<file path="src/design/tlbl_pkg.sv">
// Shared types and fixed field widths of the translation unit.
// Used by the page table, the buffer cells and the top level; depends on nothing.
package tlbl_pkg;

  localparam int VADDR_W  = 19;
  localparam int TPAGE_W  = 7;
  localparam int FRAME_W  = 7;
  localparam int OFFSET_W = 12;
  localparam int SLOT_OUT_W = 4;
  localparam int TOTAL_W  = 32;

  localparam logic FUNC_TRANSLATE = 1'b0;
  localparam logic FUNC_WRITE     = 1'b1;

  // Running search state handed from one buffer cell to the next.
  typedef struct packed {
    logic hit;
    logic free;
    logic vic;
  } scan_flags_t;

  // Update broadcast to every cell when a translation commits.
  typedef struct packed {
    logic apply;
    logic fill;
  } upd_cmd_t;

  // Page-table port requests.
  typedef struct packed {
    logic wr;
    logic rd;
  } pt_ctrl_t;

endpackage

</file>
<file path="src/design/tlb_lru_translate_unit.sv">
// Fully associative translation buffer with least-recently-used replacement
// in front of a page table held in the block.
// Request channel (req_valid/req_stall): func, virt_addr, table_page, table_frame.
// func selects a translation or a page-table write.
// Response channel (rsp_valid/rsp_stall): one item per request, in order.
// A page-table write is answered with is_write_ack set and every other field
// zero; the buffer keeps its entries.
// A translation runs a search token through the row of BUFFER_ENTRIES cells,
// one cell per cycle, then commits its result; a new request is taken only
// once the current translation or write has been answered.
// After reset the page table is filled with the identity map, one entry a
// cycle; req_stall stays high until that sweep ends.
// The result sits in an output register. A request is accepted while a result
// waits, but the next result commits only once the previous one has been taken.
// PAGE_COUNT and PAGE_BYTES must be powers of two.
// Depends on tlbl_pkg, tlbl_page_table and tlbl_cell.
module tlb_lru_translate_unit #(
  parameter int BUFFER_ENTRIES = 10,
  parameter int PAGE_COUNT     = 128,
  parameter int PAGE_BYTES     = 4096
) (
  input  logic                            clk,
  input  logic                            rst,
  input  logic                            req_valid,
  output logic                            req_stall,
  input  logic                            func,
  input  logic [tlbl_pkg::VADDR_W-1:0]    virt_addr,
  input  logic [tlbl_pkg::TPAGE_W-1:0]    table_page,
  input  logic [tlbl_pkg::FRAME_W-1:0]    table_frame,
  output logic                            rsp_valid,
  input  logic                            rsp_stall,
  output logic                            is_write_ack,
  output logic                            hit,
  output logic [tlbl_pkg::FRAME_W-1:0]    frame_number,
  output logic [tlbl_pkg::OFFSET_W-1:0]   page_offset,
  output logic [tlbl_pkg::SLOT_OUT_W-1:0] slot_used,
  output logic [tlbl_pkg::TOTAL_W-1:0]    hit_total,
  output logic [tlbl_pkg::TOTAL_W-1:0]    miss_total
);
  import tlbl_pkg::*;

  localparam int PAGE_W = $clog2(PAGE_COUNT);
  localparam int OFF_W  = $clog2(PAGE_BYTES);
  localparam int VPN_W  = VADDR_W - OFF_W;
  localparam int SLOT_W = $clog2(BUFFER_ENTRIES);
  localparam int RANK_W = $clog2(BUFFER_ENTRIES + 1);
  localparam int LAST   = BUFFER_ENTRIES - 1;

  localparam logic [2:0] ST_INIT    = 3'd0;
  localparam logic [2:0] ST_IDLE    = 3'd1;
  localparam logic [2:0] ST_SCAN    = 3'd2;
  localparam logic [2:0] ST_RESOLVE = 3'd3;
  localparam logic [2:0] ST_ACK     = 3'd4;

  logic [2:0]          state;
  logic [SLOT_W-1:0]   scan_cnt;
  logic [PAGE_W-1:0]   cur_page;
  logic [OFFSET_W-1:0] cur_offset;
  logic [PAGE_W-1:0]   cur_tpage;
  logic [FRAME_W-1:0]  cur_tframe;
  logic [TOTAL_W-1:0]  hits_seen;
  logic [TOTAL_W-1:0]  misses_seen;

  logic                        accept;
  logic                        out_free;
  logic                        commit;
  logic                        ack_done;
  logic [VPN_W+PAGE_W-1:0]     vpn_ext;
  logic [OFF_W+OFFSET_W-1:0]   off_ext;
  logic [TPAGE_W+PAGE_W-1:0]   tpage_ext;
  logic [SLOT_W+SLOT_OUT_W-1:0] slot_ext;

  pt_ctrl_t            pt_ctrl;
  logic [FRAME_W-1:0]  pt_frame;
  logic                pt_busy;

  upd_cmd_t            upd;
  logic [SLOT_W-1:0]   upd_slot;
  logic [RANK_W-1:0]   upd_old_rank;
  logic [FRAME_W-1:0]  upd_frame;
  logic                scan_en;

  scan_flags_t         cin_flags     [BUFFER_ENTRIES];
  logic [SLOT_W-1:0]   cin_hit_slot  [BUFFER_ENTRIES];
  logic [RANK_W-1:0]   cin_hit_rank  [BUFFER_ENTRIES];
  logic [FRAME_W-1:0]  cin_hit_frame [BUFFER_ENTRIES];
  logic [SLOT_W-1:0]   cin_free_slot [BUFFER_ENTRIES];
  logic [SLOT_W-1:0]   cin_vic_slot  [BUFFER_ENTRIES];
  logic [RANK_W-1:0]   cin_vic_rank  [BUFFER_ENTRIES];
  scan_flags_t         tok_flags     [BUFFER_ENTRIES];
  logic [SLOT_W-1:0]   tok_hit_slot  [BUFFER_ENTRIES];
  logic [RANK_W-1:0]   tok_hit_rank  [BUFFER_ENTRIES];
  logic [FRAME_W-1:0]  tok_hit_frame [BUFFER_ENTRIES];
  logic [SLOT_W-1:0]   tok_free_slot [BUFFER_ENTRIES];
  logic [SLOT_W-1:0]   tok_vic_slot  [BUFFER_ENTRIES];
  logic [RANK_W-1:0]   tok_vic_rank  [BUFFER_ENTRIES];

  assign req_stall = (state != ST_IDLE);
  assign accept    = req_valid && !req_stall;
  assign out_free  = !rsp_valid || !rsp_stall;
  assign commit    = (state == ST_RESOLVE) && out_free;
  assign ack_done  = (state == ST_ACK) && out_free;
  assign scan_en   = (state == ST_SCAN);

  // Page number and offset; pages beyond the table wrap by dropping high bits.
  assign vpn_ext   = {{PAGE_W{1'b0}}, virt_addr[VADDR_W-1:OFF_W]};
  assign off_ext   = {{OFFSET_W{1'b0}}, virt_addr[OFF_W-1:0]};
  assign tpage_ext = {{PAGE_W{1'b0}}, table_page};

  always_ff @(posedge clk) begin
    if (accept) begin
      cur_page   <= vpn_ext[PAGE_W-1:0];
      cur_offset <= off_ext[OFFSET_W-1:0];
      cur_tpage  <= tpage_ext[PAGE_W-1:0];
      cur_tframe <= table_frame;
    end
  end

  always_ff @(posedge clk) begin
    if (rst) begin
      state    <= ST_INIT;
      scan_cnt <= '0;
    end else begin
      case (state)
        ST_INIT: begin
          if (!pt_busy) begin
            state <= ST_IDLE;
          end
        end
        ST_IDLE: begin
          scan_cnt <= '0;
          if (accept) begin
            state <= (func == FUNC_WRITE) ? ST_ACK : ST_SCAN;
          end
        end
        ST_SCAN: begin
          scan_cnt <= scan_cnt + 1'b1;
          if (scan_cnt == SLOT_W'(LAST)) begin
            state <= ST_RESOLVE;
          end
        end
        ST_RESOLVE: begin
          if (out_free) begin
            state <= ST_IDLE;
          end
        end
        ST_ACK: begin
          if (out_free) begin
            state <= ST_IDLE;
          end
        end
        default: begin
          state <= ST_INIT;
        end
      endcase
    end
  end

  always_comb begin
    pt_ctrl.wr = ack_done;
    pt_ctrl.rd = scan_en && (scan_cnt == '0);
  end

  tlbl_page_table #(
    .PAGE_COUNT(PAGE_COUNT),
    .PAGE_W    (PAGE_W)
  ) u_page_table (
    .clk     (clk),
    .rst     (rst),
    .ctrl    (pt_ctrl),
    .wr_page (cur_tpage),
    .wr_frame(cur_tframe),
    .rd_page (cur_page),
    .rd_frame(pt_frame),
    .busy    (pt_busy)
  );

  // Hit takes the matching entry; a miss fills the first free entry or
  // replaces the oldest, which then counts as arriving with its old rank.
  always_comb begin
    upd.apply = commit;
    upd.fill  = !tok_flags[LAST].hit;
    if (tok_flags[LAST].hit) begin
      upd_slot     = tok_hit_slot[LAST];
      upd_old_rank = tok_hit_rank[LAST];
      upd_frame    = tok_hit_frame[LAST];
    end else if (tok_flags[LAST].free) begin
      upd_slot     = tok_free_slot[LAST];
      upd_old_rank = RANK_W'(BUFFER_ENTRIES);
      upd_frame    = pt_frame;
    end else begin
      upd_slot     = tok_vic_slot[LAST];
      upd_old_rank = tok_vic_rank[LAST];
      upd_frame    = pt_frame;
    end
  end

  for (genvar g = 0; g < BUFFER_ENTRIES; g++) begin : g_cell
    if (g == 0) begin : g_head
      assign cin_flags[g]     = '0;
      assign cin_hit_slot[g]  = '0;
      assign cin_hit_rank[g]  = '0;
      assign cin_hit_frame[g] = '0;
      assign cin_free_slot[g] = '0;
      assign cin_vic_slot[g]  = '0;
      assign cin_vic_rank[g]  = '0;
    end else begin : g_link
      assign cin_flags[g]     = tok_flags[g-1];
      assign cin_hit_slot[g]  = tok_hit_slot[g-1];
      assign cin_hit_rank[g]  = tok_hit_rank[g-1];
      assign cin_hit_frame[g] = tok_hit_frame[g-1];
      assign cin_free_slot[g] = tok_free_slot[g-1];
      assign cin_vic_slot[g]  = tok_vic_slot[g-1];
      assign cin_vic_rank[g]  = tok_vic_rank[g-1];
    end

    tlbl_cell #(
      .PAGE_W(PAGE_W),
      .SLOT_W(SLOT_W),
      .RANK_W(RANK_W),
      .INDEX (g)
    ) u_cell (
      .clk          (clk),
      .rst          (rst),
      .scan_en      (scan_en),
      .page         (cur_page),
      .flags_in     (cin_flags[g]),
      .hit_slot_in  (cin_hit_slot[g]),
      .hit_rank_in  (cin_hit_rank[g]),
      .hit_frame_in (cin_hit_frame[g]),
      .free_slot_in (cin_free_slot[g]),
      .vic_slot_in  (cin_vic_slot[g]),
      .vic_rank_in  (cin_vic_rank[g]),
      .flags_out    (tok_flags[g]),
      .hit_slot_out (tok_hit_slot[g]),
      .hit_rank_out (tok_hit_rank[g]),
      .hit_frame_out(tok_hit_frame[g]),
      .free_slot_out(tok_free_slot[g]),
      .vic_slot_out (tok_vic_slot[g]),
      .vic_rank_out (tok_vic_rank[g]),
      .upd          (upd),
      .upd_slot     (upd_slot),
      .upd_old_rank (upd_old_rank),
      .upd_page     (cur_page),
      .upd_frame    (upd_frame)
    );
  end

  assign slot_ext = {{SLOT_OUT_W{1'b0}}, upd_slot};

  always_ff @(posedge clk) begin
    if (rst) begin
      hits_seen   <= '0;
      misses_seen <= '0;
      rsp_valid   <= 1'b0;
    end else begin
      if (commit || ack_done) begin
        rsp_valid <= 1'b1;
      end else if (rsp_valid && !rsp_stall) begin
        rsp_valid <= 1'b0;
      end
      if (commit) begin
        if (tok_flags[LAST].hit) begin
          hits_seen <= hits_seen + 1'b1;
        end else begin
          misses_seen <= misses_seen + 1'b1;
        end
      end
    end
  end

  always_ff @(posedge clk) begin
    if (ack_done) begin
      is_write_ack <= 1'b1;
      hit          <= 1'b0;
      frame_number <= '0;
      page_offset  <= '0;
      slot_used    <= '0;
      hit_total    <= '0;
      miss_total   <= '0;
    end else if (commit) begin
      is_write_ack <= 1'b0;
      hit          <= tok_flags[LAST].hit;
      frame_number <= upd_frame;
      page_offset  <= cur_offset;
      slot_used    <= slot_ext[SLOT_OUT_W-1:0];
      hit_total    <= tok_flags[LAST].hit ? hits_seen + 1'b1 : hits_seen;
      miss_total   <= tok_flags[LAST].hit ? misses_seen : misses_seen + 1'b1;
    end
  end

endmodule

</file>
<file path="src/design/tlbl_page_table.sv">
// Page table memory with an identity fill sweep after reset.
// Depends on tlbl_pkg for the frame width and the port request struct.
module tlbl_page_table #(
  parameter int PAGE_COUNT = 128,
  parameter int PAGE_W     = 7
) (
  input  logic                         clk,
  input  logic                         rst,
  input  tlbl_pkg::pt_ctrl_t           ctrl,
  input  logic [PAGE_W-1:0]            wr_page,
  input  logic [tlbl_pkg::FRAME_W-1:0] wr_frame,
  input  logic [PAGE_W-1:0]            rd_page,
  output logic [tlbl_pkg::FRAME_W-1:0] rd_frame,
  output logic                         busy
);
  import tlbl_pkg::*;

  logic [FRAME_W-1:0] mem [PAGE_COUNT];
  logic [PAGE_W-1:0]  init_idx;
  logic [PAGE_W+FRAME_W-1:0] init_ext;

  // Entry i starts out holding i, kept to the frame width.
  assign init_ext = {{FRAME_W{1'b0}}, init_idx};

  always_ff @(posedge clk) begin
    if (rst) begin
      busy     <= 1'b1;
      init_idx <= '0;
    end else if (busy) begin
      init_idx <= init_idx + 1'b1;
      if (init_idx == PAGE_W'(PAGE_COUNT - 1)) begin
        busy <= 1'b0;
      end
    end
  end

  always_ff @(posedge clk) begin
    if (busy) begin
      mem[init_idx] <= init_ext[FRAME_W-1:0];
    end else if (ctrl.wr) begin
      mem[wr_page] <= wr_frame;
    end
  end

  always_ff @(posedge clk) begin
    if (ctrl.rd) begin
      rd_frame <= mem[rd_page];
    end
  end

endmodule

</file>
<file path="src/design/tlbl_cell.sv">
// One translation buffer entry: page, frame, valid and recency rank.
// Takes the search token from its left neighbor and registers it onward.
// Depends on tlbl_pkg.
module tlbl_cell #(
  parameter int PAGE_W = 7,
  parameter int SLOT_W = 4,
  parameter int RANK_W = 4,
  parameter int INDEX  = 0
) (
  input  logic                         clk,
  input  logic                         rst,
  input  logic                         scan_en,
  input  logic [PAGE_W-1:0]            page,
  input  tlbl_pkg::scan_flags_t        flags_in,
  input  logic [SLOT_W-1:0]            hit_slot_in,
  input  logic [RANK_W-1:0]            hit_rank_in,
  input  logic [tlbl_pkg::FRAME_W-1:0] hit_frame_in,
  input  logic [SLOT_W-1:0]            free_slot_in,
  input  logic [SLOT_W-1:0]            vic_slot_in,
  input  logic [RANK_W-1:0]            vic_rank_in,
  output tlbl_pkg::scan_flags_t        flags_out,
  output logic [SLOT_W-1:0]            hit_slot_out,
  output logic [RANK_W-1:0]            hit_rank_out,
  output logic [tlbl_pkg::FRAME_W-1:0] hit_frame_out,
  output logic [SLOT_W-1:0]            free_slot_out,
  output logic [SLOT_W-1:0]            vic_slot_out,
  output logic [RANK_W-1:0]            vic_rank_out,
  input  tlbl_pkg::upd_cmd_t           upd,
  input  logic [SLOT_W-1:0]            upd_slot,
  input  logic [RANK_W-1:0]            upd_old_rank,
  input  logic [PAGE_W-1:0]            upd_page,
  input  logic [tlbl_pkg::FRAME_W-1:0] upd_frame
);
  import tlbl_pkg::*;

  localparam logic [SLOT_W-1:0] MY_SLOT = SLOT_W'(INDEX);

  logic               valid;
  logic [RANK_W-1:0]  rank;
  logic [PAGE_W-1:0]  entry_page;
  logic [FRAME_W-1:0] entry_frame;
  logic               match;

  scan_flags_t        flags_next;
  logic [SLOT_W-1:0]  hit_slot_next;
  logic [RANK_W-1:0]  hit_rank_next;
  logic [FRAME_W-1:0] hit_frame_next;
  logic [SLOT_W-1:0]  free_slot_next;
  logic [SLOT_W-1:0]  vic_slot_next;
  logic [RANK_W-1:0]  vic_rank_next;

  assign match = valid && (entry_page == page);

  // The first matching entry, the first free entry and the oldest entry
  // (lowest index on a tie) win as the token passes along the row.
  always_comb begin
    flags_next     = flags_in;
    hit_slot_next  = hit_slot_in;
    hit_rank_next  = hit_rank_in;
    hit_frame_next = hit_frame_in;
    free_slot_next = free_slot_in;
    vic_slot_next  = vic_slot_in;
    vic_rank_next  = vic_rank_in;
    if (!flags_in.hit && match) begin
      flags_next.hit = 1'b1;
      hit_slot_next  = MY_SLOT;
      hit_rank_next  = rank;
      hit_frame_next = entry_frame;
    end
    if (!flags_in.free && !valid) begin
      flags_next.free = 1'b1;
      free_slot_next  = MY_SLOT;
    end
    if (!flags_in.vic || (rank > vic_rank_in)) begin
      flags_next.vic = 1'b1;
      vic_slot_next  = MY_SLOT;
      vic_rank_next  = rank;
    end
  end

  always_ff @(posedge clk) begin
    if (scan_en) begin
      flags_out     <= flags_next;
      hit_slot_out  <= hit_slot_next;
      hit_rank_out  <= hit_rank_next;
      hit_frame_out <= hit_frame_next;
      free_slot_out <= free_slot_next;
      vic_slot_out  <= vic_slot_next;
      vic_rank_out  <= vic_rank_next;
    end
  end

  always_ff @(posedge clk) begin
    if (rst) begin
      valid <= 1'b0;
      rank  <= '0;
    end else if (upd.apply) begin
      if (upd_slot == MY_SLOT) begin
        rank <= '0;
        if (upd.fill) begin
          valid <= 1'b1;
        end
      end else if (valid && (rank < upd_old_rank)) begin
        rank <= rank + 1'b1;
      end
    end
  end

  always_ff @(posedge clk) begin
    if (upd.apply && upd.fill && (upd_slot == MY_SLOT)) begin
      entry_page  <= upd_page;
      entry_frame <= upd_frame;
    end
  end

endmodule

</file>
<file path="config.mk">
export PLATFORM = sky130hd
export DESIGN_NAME = tlb_lru_translate_unit
export DESIGN_NICKNAME = d
export VERILOG_FILES = /design/src/design/tlbl_pkg.sv /design/src/design/tlb_lru_translate_unit.sv /design/src/design/tlbl_page_table.sv /design/src/design/tlbl_cell.sv
export SDC_FILE = /design/constraint.sdc
export NUM_CORES = 2
export LEC_CHECK = 0
export BUFFER_PORTS_ARGS = -buffer_cell sky130_fd_sc_hd__buf_2
export CELL_PAD_IN_SITES_DETAIL_PLACEMENT = 1
export CELL_PAD_IN_SITES_GLOBAL_PLACEMENT = 1
export CORE_MARGIN = 2
export CORE_UTILIZATION = 50
export CTS_CLUSTER_DIAMETER = 60
export DETAILED_ROUTE_END_ITERATION = 10
export GPL_TIMING_DRIVEN = 0
export HOLD_SLACK_MARGIN = 0.12
export MAX_ROUTING_LAYER = met4
export PLACE_DENSITY_LB_ADDON = 0.3
export SETUP_SLACK_MARGIN = 0.05
export SYNTH_ARGS = -nofsm -noshare
export SYNTH_HDL_FRONTEND = slang
export SYNTH_SLANG_ARGS = --single-unit
export TNS_END_PERCENT = 30
</file>
<file path="constraint.sdc">
create_clock -name clk -period 9.2 [get_ports clk]
set_input_delay 1.84 -clock clk [delete_from_list [all_inputs] [get_ports clk]]
set_output_delay 1.84 -clock clk [all_outputs]
set_load 0.02 [all_outputs]
</file>
### Yosys cells after proc, flatten, opt, wreduce, memory -nomap -nowiden

Memory sizes are Yosys's and may differ from the RTL's. A register that Yosys moved wholly into a read port is not among the register bits.
Index checks and enable logic that the tools add are counted.

* shift operators: 0
* multipliers: 0
* bitwise logic cells: 1
* mux-type cells: 75
* equal/unequal tests: 30
* div/mod/pow operators: 0
* $lt $le $gt $ge: 19
* reductions and logical operators: 125
* add/subtract/negate cells: 14

Operator list (number)
* 2-to-1 mux 4 bit: 42
* 2-to-1 mux 7 bit: 12
* equality test 7 bit: 10
* adder 32 x 1 -> 32 bit (second input constant): 2
* 2-to-1 mux 32 bit: 2
* logical AND 1 bit: 54
* adder 4 x 1 -> 4 bit (second input constant): 11
* less-than comparator 4 bit: 10
* > comparator 4 bit: 9
* logical NOT 1 bit: 31
* AND reduction 3 bit: 10
* nonzero test 2 bit: 12
* AND reduction 2 bit: 10
* equality test 4 x 3 -> 1 bit (second input constant): 4
* 2-to-1 mux 3 bit: 5
* equality test 4 bit (second input constant): 3
* 2-to-1 mux 1 bit: 12
* case mux 3 bit (4 select lines): 1
* equality test 4 x 2 -> 1 bit (second input constant): 2
* logical NOT 4 bit: 2
* case mux 4 bit (2 select lines): 1
* adder 7 x 1 -> 7 bit (second input constant): 1
* equality test 7 bit (second input constant): 1
* OR reduction 7 bit: 1
* other kinds (12): 16

* memories kept: 1
* word-level logic and storage cells: 400
* memory bits (writable): 896
* latch bits: 0
* bits in read-only memories: 0
* output and inout port bits: 91
* bits in registers: 637
* input bits: 38

Memories
* u_page_table.mem: words 128, width 7, read ports 1, clocked after Yosys merged registers in 1, wr ports 1, line tlbl_page_table.sv:18 `logic [FRAME_W-1:0] mem [PAGE_COUNT];`

### Depth between registers and ports, before layout

* depth after elaboration: 8
* depth in mapped cells: 13
* gate-level depth less buffers: 10

### By module

Synthesis repeated with hierarchy kept, for this count alone.

* cell total of the unflattened synthesis: 4200
* area total of the unflattened synthesis: 67405.9 µm²

By module, submodules not included
* tlbl_page_table: area an instance 35449.0 µm², sequential area each 27276.2 µm², times used 1, cells an instance 1519
* tlbl_cell (g_cell[3].u_cell ...): area an instance 2323.5 µm², sequential area each 1421.4 µm², times used 4, cells an instance 172
* tlbl_cell (g_cell[1].u_cell ...): area an instance 2322.2 µm², sequential area each 1421.4 µm², times used 4, cells an instance 173
* tlb_lru_translate_unit: area an instance 8698.3 µm², sequential area each 4214.0 µm², times used 1, cells an instance 950
* tlbl_cell (g_cell[7].u_cell): area an instance 2348.5 µm², sequential area each 1421.4 µm², times used 1, cells an instance 174
* tlbl_cell (g_cell[0].u_cell): area an instance 2327.2 µm², sequential area each 1421.4 µm², times used 1, cells an instance 177

### Worst setup path after synthesis

Ideal clock, no wire load.

* path kind: flip-flop to flip-flop
* start point: register state[1]
* end point: register scan_cnt[3]
* data arrival time: 6.415 ns
* buffers on the path: 1
* cell stages (with the launch flop): 8
* setup slack: 2.657 ns
* path through: dfxtp_1 buf_1 nand2_1 inv_1 nand4_1 nand3_1 o21a_1 nor2_1

* cells in the longest elaborated chain, start to end: 2
* elaborated cells between the ends (all ways): 4
* those cells by class: eq/ne (2); mux (1); reduce/logical (1)

RTL lines
* from (decl): line tlb_lru_translate_unit.sv:55 `logic [2:0] state;`
* from (signal assigned): line tlb_lru_translate_unit.sv:133 `state <= (func == FUNC_WRITE) ? ST_ACK : ST_SCAN;`
* equality test 3 x 2 -> 1 bit or equality test 3 x 1 -> 1 bit (tied branches): line tlb_lru_translate_unit.sv:124 `case (state)`
* case mux 4 bit (2 select lines) or nonzero test 2 bit (tied branches)
* to (signal assigned): line tlb_lru_translate_unit.sv:137 `scan_cnt <= scan_cnt + 1'b1;`
* to (decl): line tlb_lru_translate_unit.sv:56 `logic [SLOT_W-1:0] scan_cnt;`

Several ways; a longest one is shown, not always the timed one.
A chain may end at the register's enable or synchronous reset.

### Worst setup path after layout

* start point: input port rsp_stall
* end point: memory u_page_table.mem[105][1] (enable)

* cells in the longest elaborated chain, start to end: 8
* elaborated cells between the ends (all ways): 9
* those cells by class: mux (5); reduce/logical (4)

RTL lines
* from (decl): line tlb_lru_translate_unit.sv:31 `input logic rsp_stall,`
* logical NOT 1 bit (*): line tlb_lru_translate_unit.sv:100 `assign out_free = !rsp_valid || !rsp_stall;`
* logical OR 1 bit (*): line tlb_lru_translate_unit.sv:100
* logical AND 1 bit (*): line tlb_lru_translate_unit.sv:102 `assign ack_done = (state == ST_ACK) && out_free;`
* 2-to-1 mux 1 bit (*): line tlbl_page_table.sv:40 `end else if (ctrl.wr) begin`
* 2-to-1 mux 1 bit (*): line tlbl_page_table.sv:38 `if (busy) begin`
* 2-to-1 mux 1 bit (not written as such) (*): line tlbl_page_table.sv:41 `mem[wr_page] <= wr_frame;`
* OR reduction 7 bit (no source line)
* 2-to-1 mux 7 bit (no source line) or 2-to-1 mux 1 bit (tied branches)
* to (decl): line tlbl_page_table.sv:18

Mark *: on every way between the ends. The rest lies on a longest branch, timed or not.

==> impl_metrics.yaml <==
die:
  core-area_um2: 124000
  dieArea_um2: 127900
  die_w_um: 357.6
  rows: 129
  die_h_um: 357.6
  io_pins: 129
  start_util: 0.5044
logic_synthesis:
  synth_edf_count: 1321
  synth_fp_nets: 4126
  yosys.area_share.simple: 0.07947
  async_flop_share: 0
  ys_types: 66
  yosysTopAreaCell: "edfxtp_1"
  synth_top_family_by_area: "multiplexers"
  syn_area_um2: 62520
  yosys_warnings: 0
  synthXorXnorAreaFrac: 0.02620
  synthMuxAreaShare: 0.1009
  synth_area_per_cell_um2: 15.57
  ys_seq_elements: 1540
  synth_top_area_frac: 0.6345
  synthFlopType: "edfxtp_1"
  ys_seq_area_frac: 0.7046
  synth-compound-area-share: 0.05540
  synthTopCellsByArea: "edfxtp_1 (63%), dfxtp_1 (7.0%), mux4_2 (6.1%)"
  synthCells: 4016
  synth_fa_ha_area_frac: 0.01603
power_and_ir_drop:
  vdd_ir_drop_max_uv: 223.2
  power.density_nw_per_um2: 206.1
  p_leak_uw: 0.02368
layout:
  fillers: 11560
  drive_gt1_frac: 0.1689
  register_area_um2: 44050
  final_cell_mix: "edfxtp_1 (1321), nor2_1 (316), nand2_1 (281)"
  multiInputGateArea_um2: 17470
  nets: 4433
  areaGrowthSynthToFinish_pct: 13.09
  final_common_cell: "edfxtp_1"
timing:
  slew_headroom: 0.02029
  period_share: 0.5644
  finalMaxSlewViolations: 0
  fin_crit_ns: 5.192
  hold_viol_final: 0
  worst_pin_slew_ns: 1.470
  rsz0062_at_grt: "false"
  setup_viol: 0
  timing.fmax_mhz: 192.6
  clock_skew_ns: 0.03044
  whs_ns: 0.4540
  tns_ns: 0
clock_network:
  clock-root-buffer: "clkbuf_16"
  cts_buffers: 159
  clock_latency_ns: 0.79
  cts_htree_levels: 4
  cts_setup_buffers: 0
  ctsHoldBuffers: 0
  clkTransAtPathRegs_ns: 0.06
  cts_resized: 0
  clk_path_buf_depth: 3
  cts_num_sinks: 1540
  cts_tree: "built"
global_routing:
  grt_first_pass_wirelength_um: 260800
  antenna_found_initial: 6
  grt_pass1_vias: 38730
  grt_max_degree: 103
  grt_overflow_total: 0
  track_usage: 0.2876
hold_path:
  hold_path_class: "reg -> reg"
  hp-start: "page_offset[5]"
worst_setup_path:
  reg2reg_from: "g_cell[9].u_cell.flags_out[2]"
  endpoint_kind: "flop"
  cp.arrival_ns: 5.59
  path_cells: "buf_2 > a21oi_2 > nand2_1 > buf_2 > mux2i_1 > nand2_1 > clkbuf_1 > nor2_1"
  critical_path.max_stage_delay_ns: 0.85
  cp-start-kind: "primary input"
  crit_slowest_cell: "nor2_1"
  path_class: "in -> reg"
  cp-startpoint: "rsp_stall"
  required_ns: 9.60
  crit_path_max_fanout: 10
drt:
  drc_errors: 0
  drtPass1Iterations: 5
  via_per_inst: 6.157
  routed_wl_um: 177300
  drtIter0Drc: 3888
  drtAntennaViolNets: 0
  wl_per_cell_um: 29.10
  num_vias: 37510
placed_design:
  gp_congestion: 0.8572
  place_hpwl_um: 119800
  io_buffers: 127
status:
  status: "complete, no violations"
flow_run:
  max_cap_violations: 0
## final timing paths
check	cells after the start	slack [ns]	to
max	8	4.01	u_page_table.mem[105][1]
min	2	0.45	page_offset[5]
max reg2reg	13	4.10	g_cell[5].u_cell.rank[1]
min reg2reg	2	0.45	page_offset[5]
## where the power goes
part | internal [uW] | total, uW | leakage [uW] | switching [uW]
combinational | 172 | 523 | 0.00736 | 351
sequential | 7690 | 7760 | 0.0139 | 69.7
clock | 3550 | 6290 | 0.00244 | 2740
total | 11400 | 14600 | 0.0237 | 3160
## area by class of cell
type / instances / area share
sequential: 1540 / 0.6231
multi-input combinational: 2205 / 0.2471
clock buffer: 204 / 0.05985
tap: 1637 / 0.02897
timing repair buffer: 146 / 0.01442
buffer: 212 / 0.01226
clock inverter: 86 / 0.01094
inverter: 59 / 0.003239
antenna: 3 / 0.0001062
## worst max-delay path, delay by kind of cell
kind | cells | cell delay, ns
simple gates | 3 | 1.48
buf+inv | 3 | 1.10
mux | 1 | 0.52
compound gates | 1 | 0.62
## metrics by stage
| stage | total power [uW] | util | area, um2 | setup WS [ns] | cells |
|---|---|---|---|---|---|
| finish | 14570 | 0.5704 | 70700 | 4.008 | 6092 |
| CTS | 14630 | 0.5702 | 70690 | 3.719 | 6089 |
| global route | 14940 | 0.5703 | 70700 | 3.887 | 6091 |
| global placement | 8428 | 0.5260 | 65200 | 0.2101 | 5780 |
| floorplan | 8219 | - | 62520 | 2.657 | 4016 |
| detailed placement | 8430 | 0.5299 | 65680 | 3.433 | 5799 |
## synthesized netlist by cell type, types with 51 or more instances
cell and n:
edfxtp_1 1321, mux4_2 168, nand2b_1 74, clkbuf_1 129, mux2i_1 117, mux2_2 120, a21oi_1 110, nand3_1 53
a22oi_1 85, o21ai_0 51, ha_1 72, buf_2 53, dfxtp_1 219, xor2_1 95, xnor2_1 92, a211oi_1 56
inv_1 59, nand4_1 52, nand2_1 288, nor2_1 326
## sequential cells by signal (all words and copies together), names as in the netlist, 32 cells and up
name	cells
misses_seen	32
g_cell.u_cell.entry_frame	70
u_page_table.mem	896
hit_total	32
g_cell.u_cell.hit_frame_out	70
g_cell.u_cell.hit_rank_out	40
g_cell.u_cell.entry_page	70
miss_total	32
hits_seen	32
g_cell.u_cell.rank	40
g_cell.u_cell.vic_rank_out	40
## routing by layer
layer / vias up / part of all wire / track usage
met4: 0 / 0.036 / 0.1054
met2: 1589 / 0.49 / 0.4626
li1: 16040 / - / -
met1: 19530 / 0.40 / 0.3743
met5: - / 0 / -
met3: 346 / 0.070 / 0.04214
## cells by family after synthesis
family,after synthesis
flops,1540
simple gates,1028
compound gates,503
mux,405
buf+inv,271
xor+xnor,187
fa+ha+maj,82
Note: power is estimated with default switching activity, not from simulation.
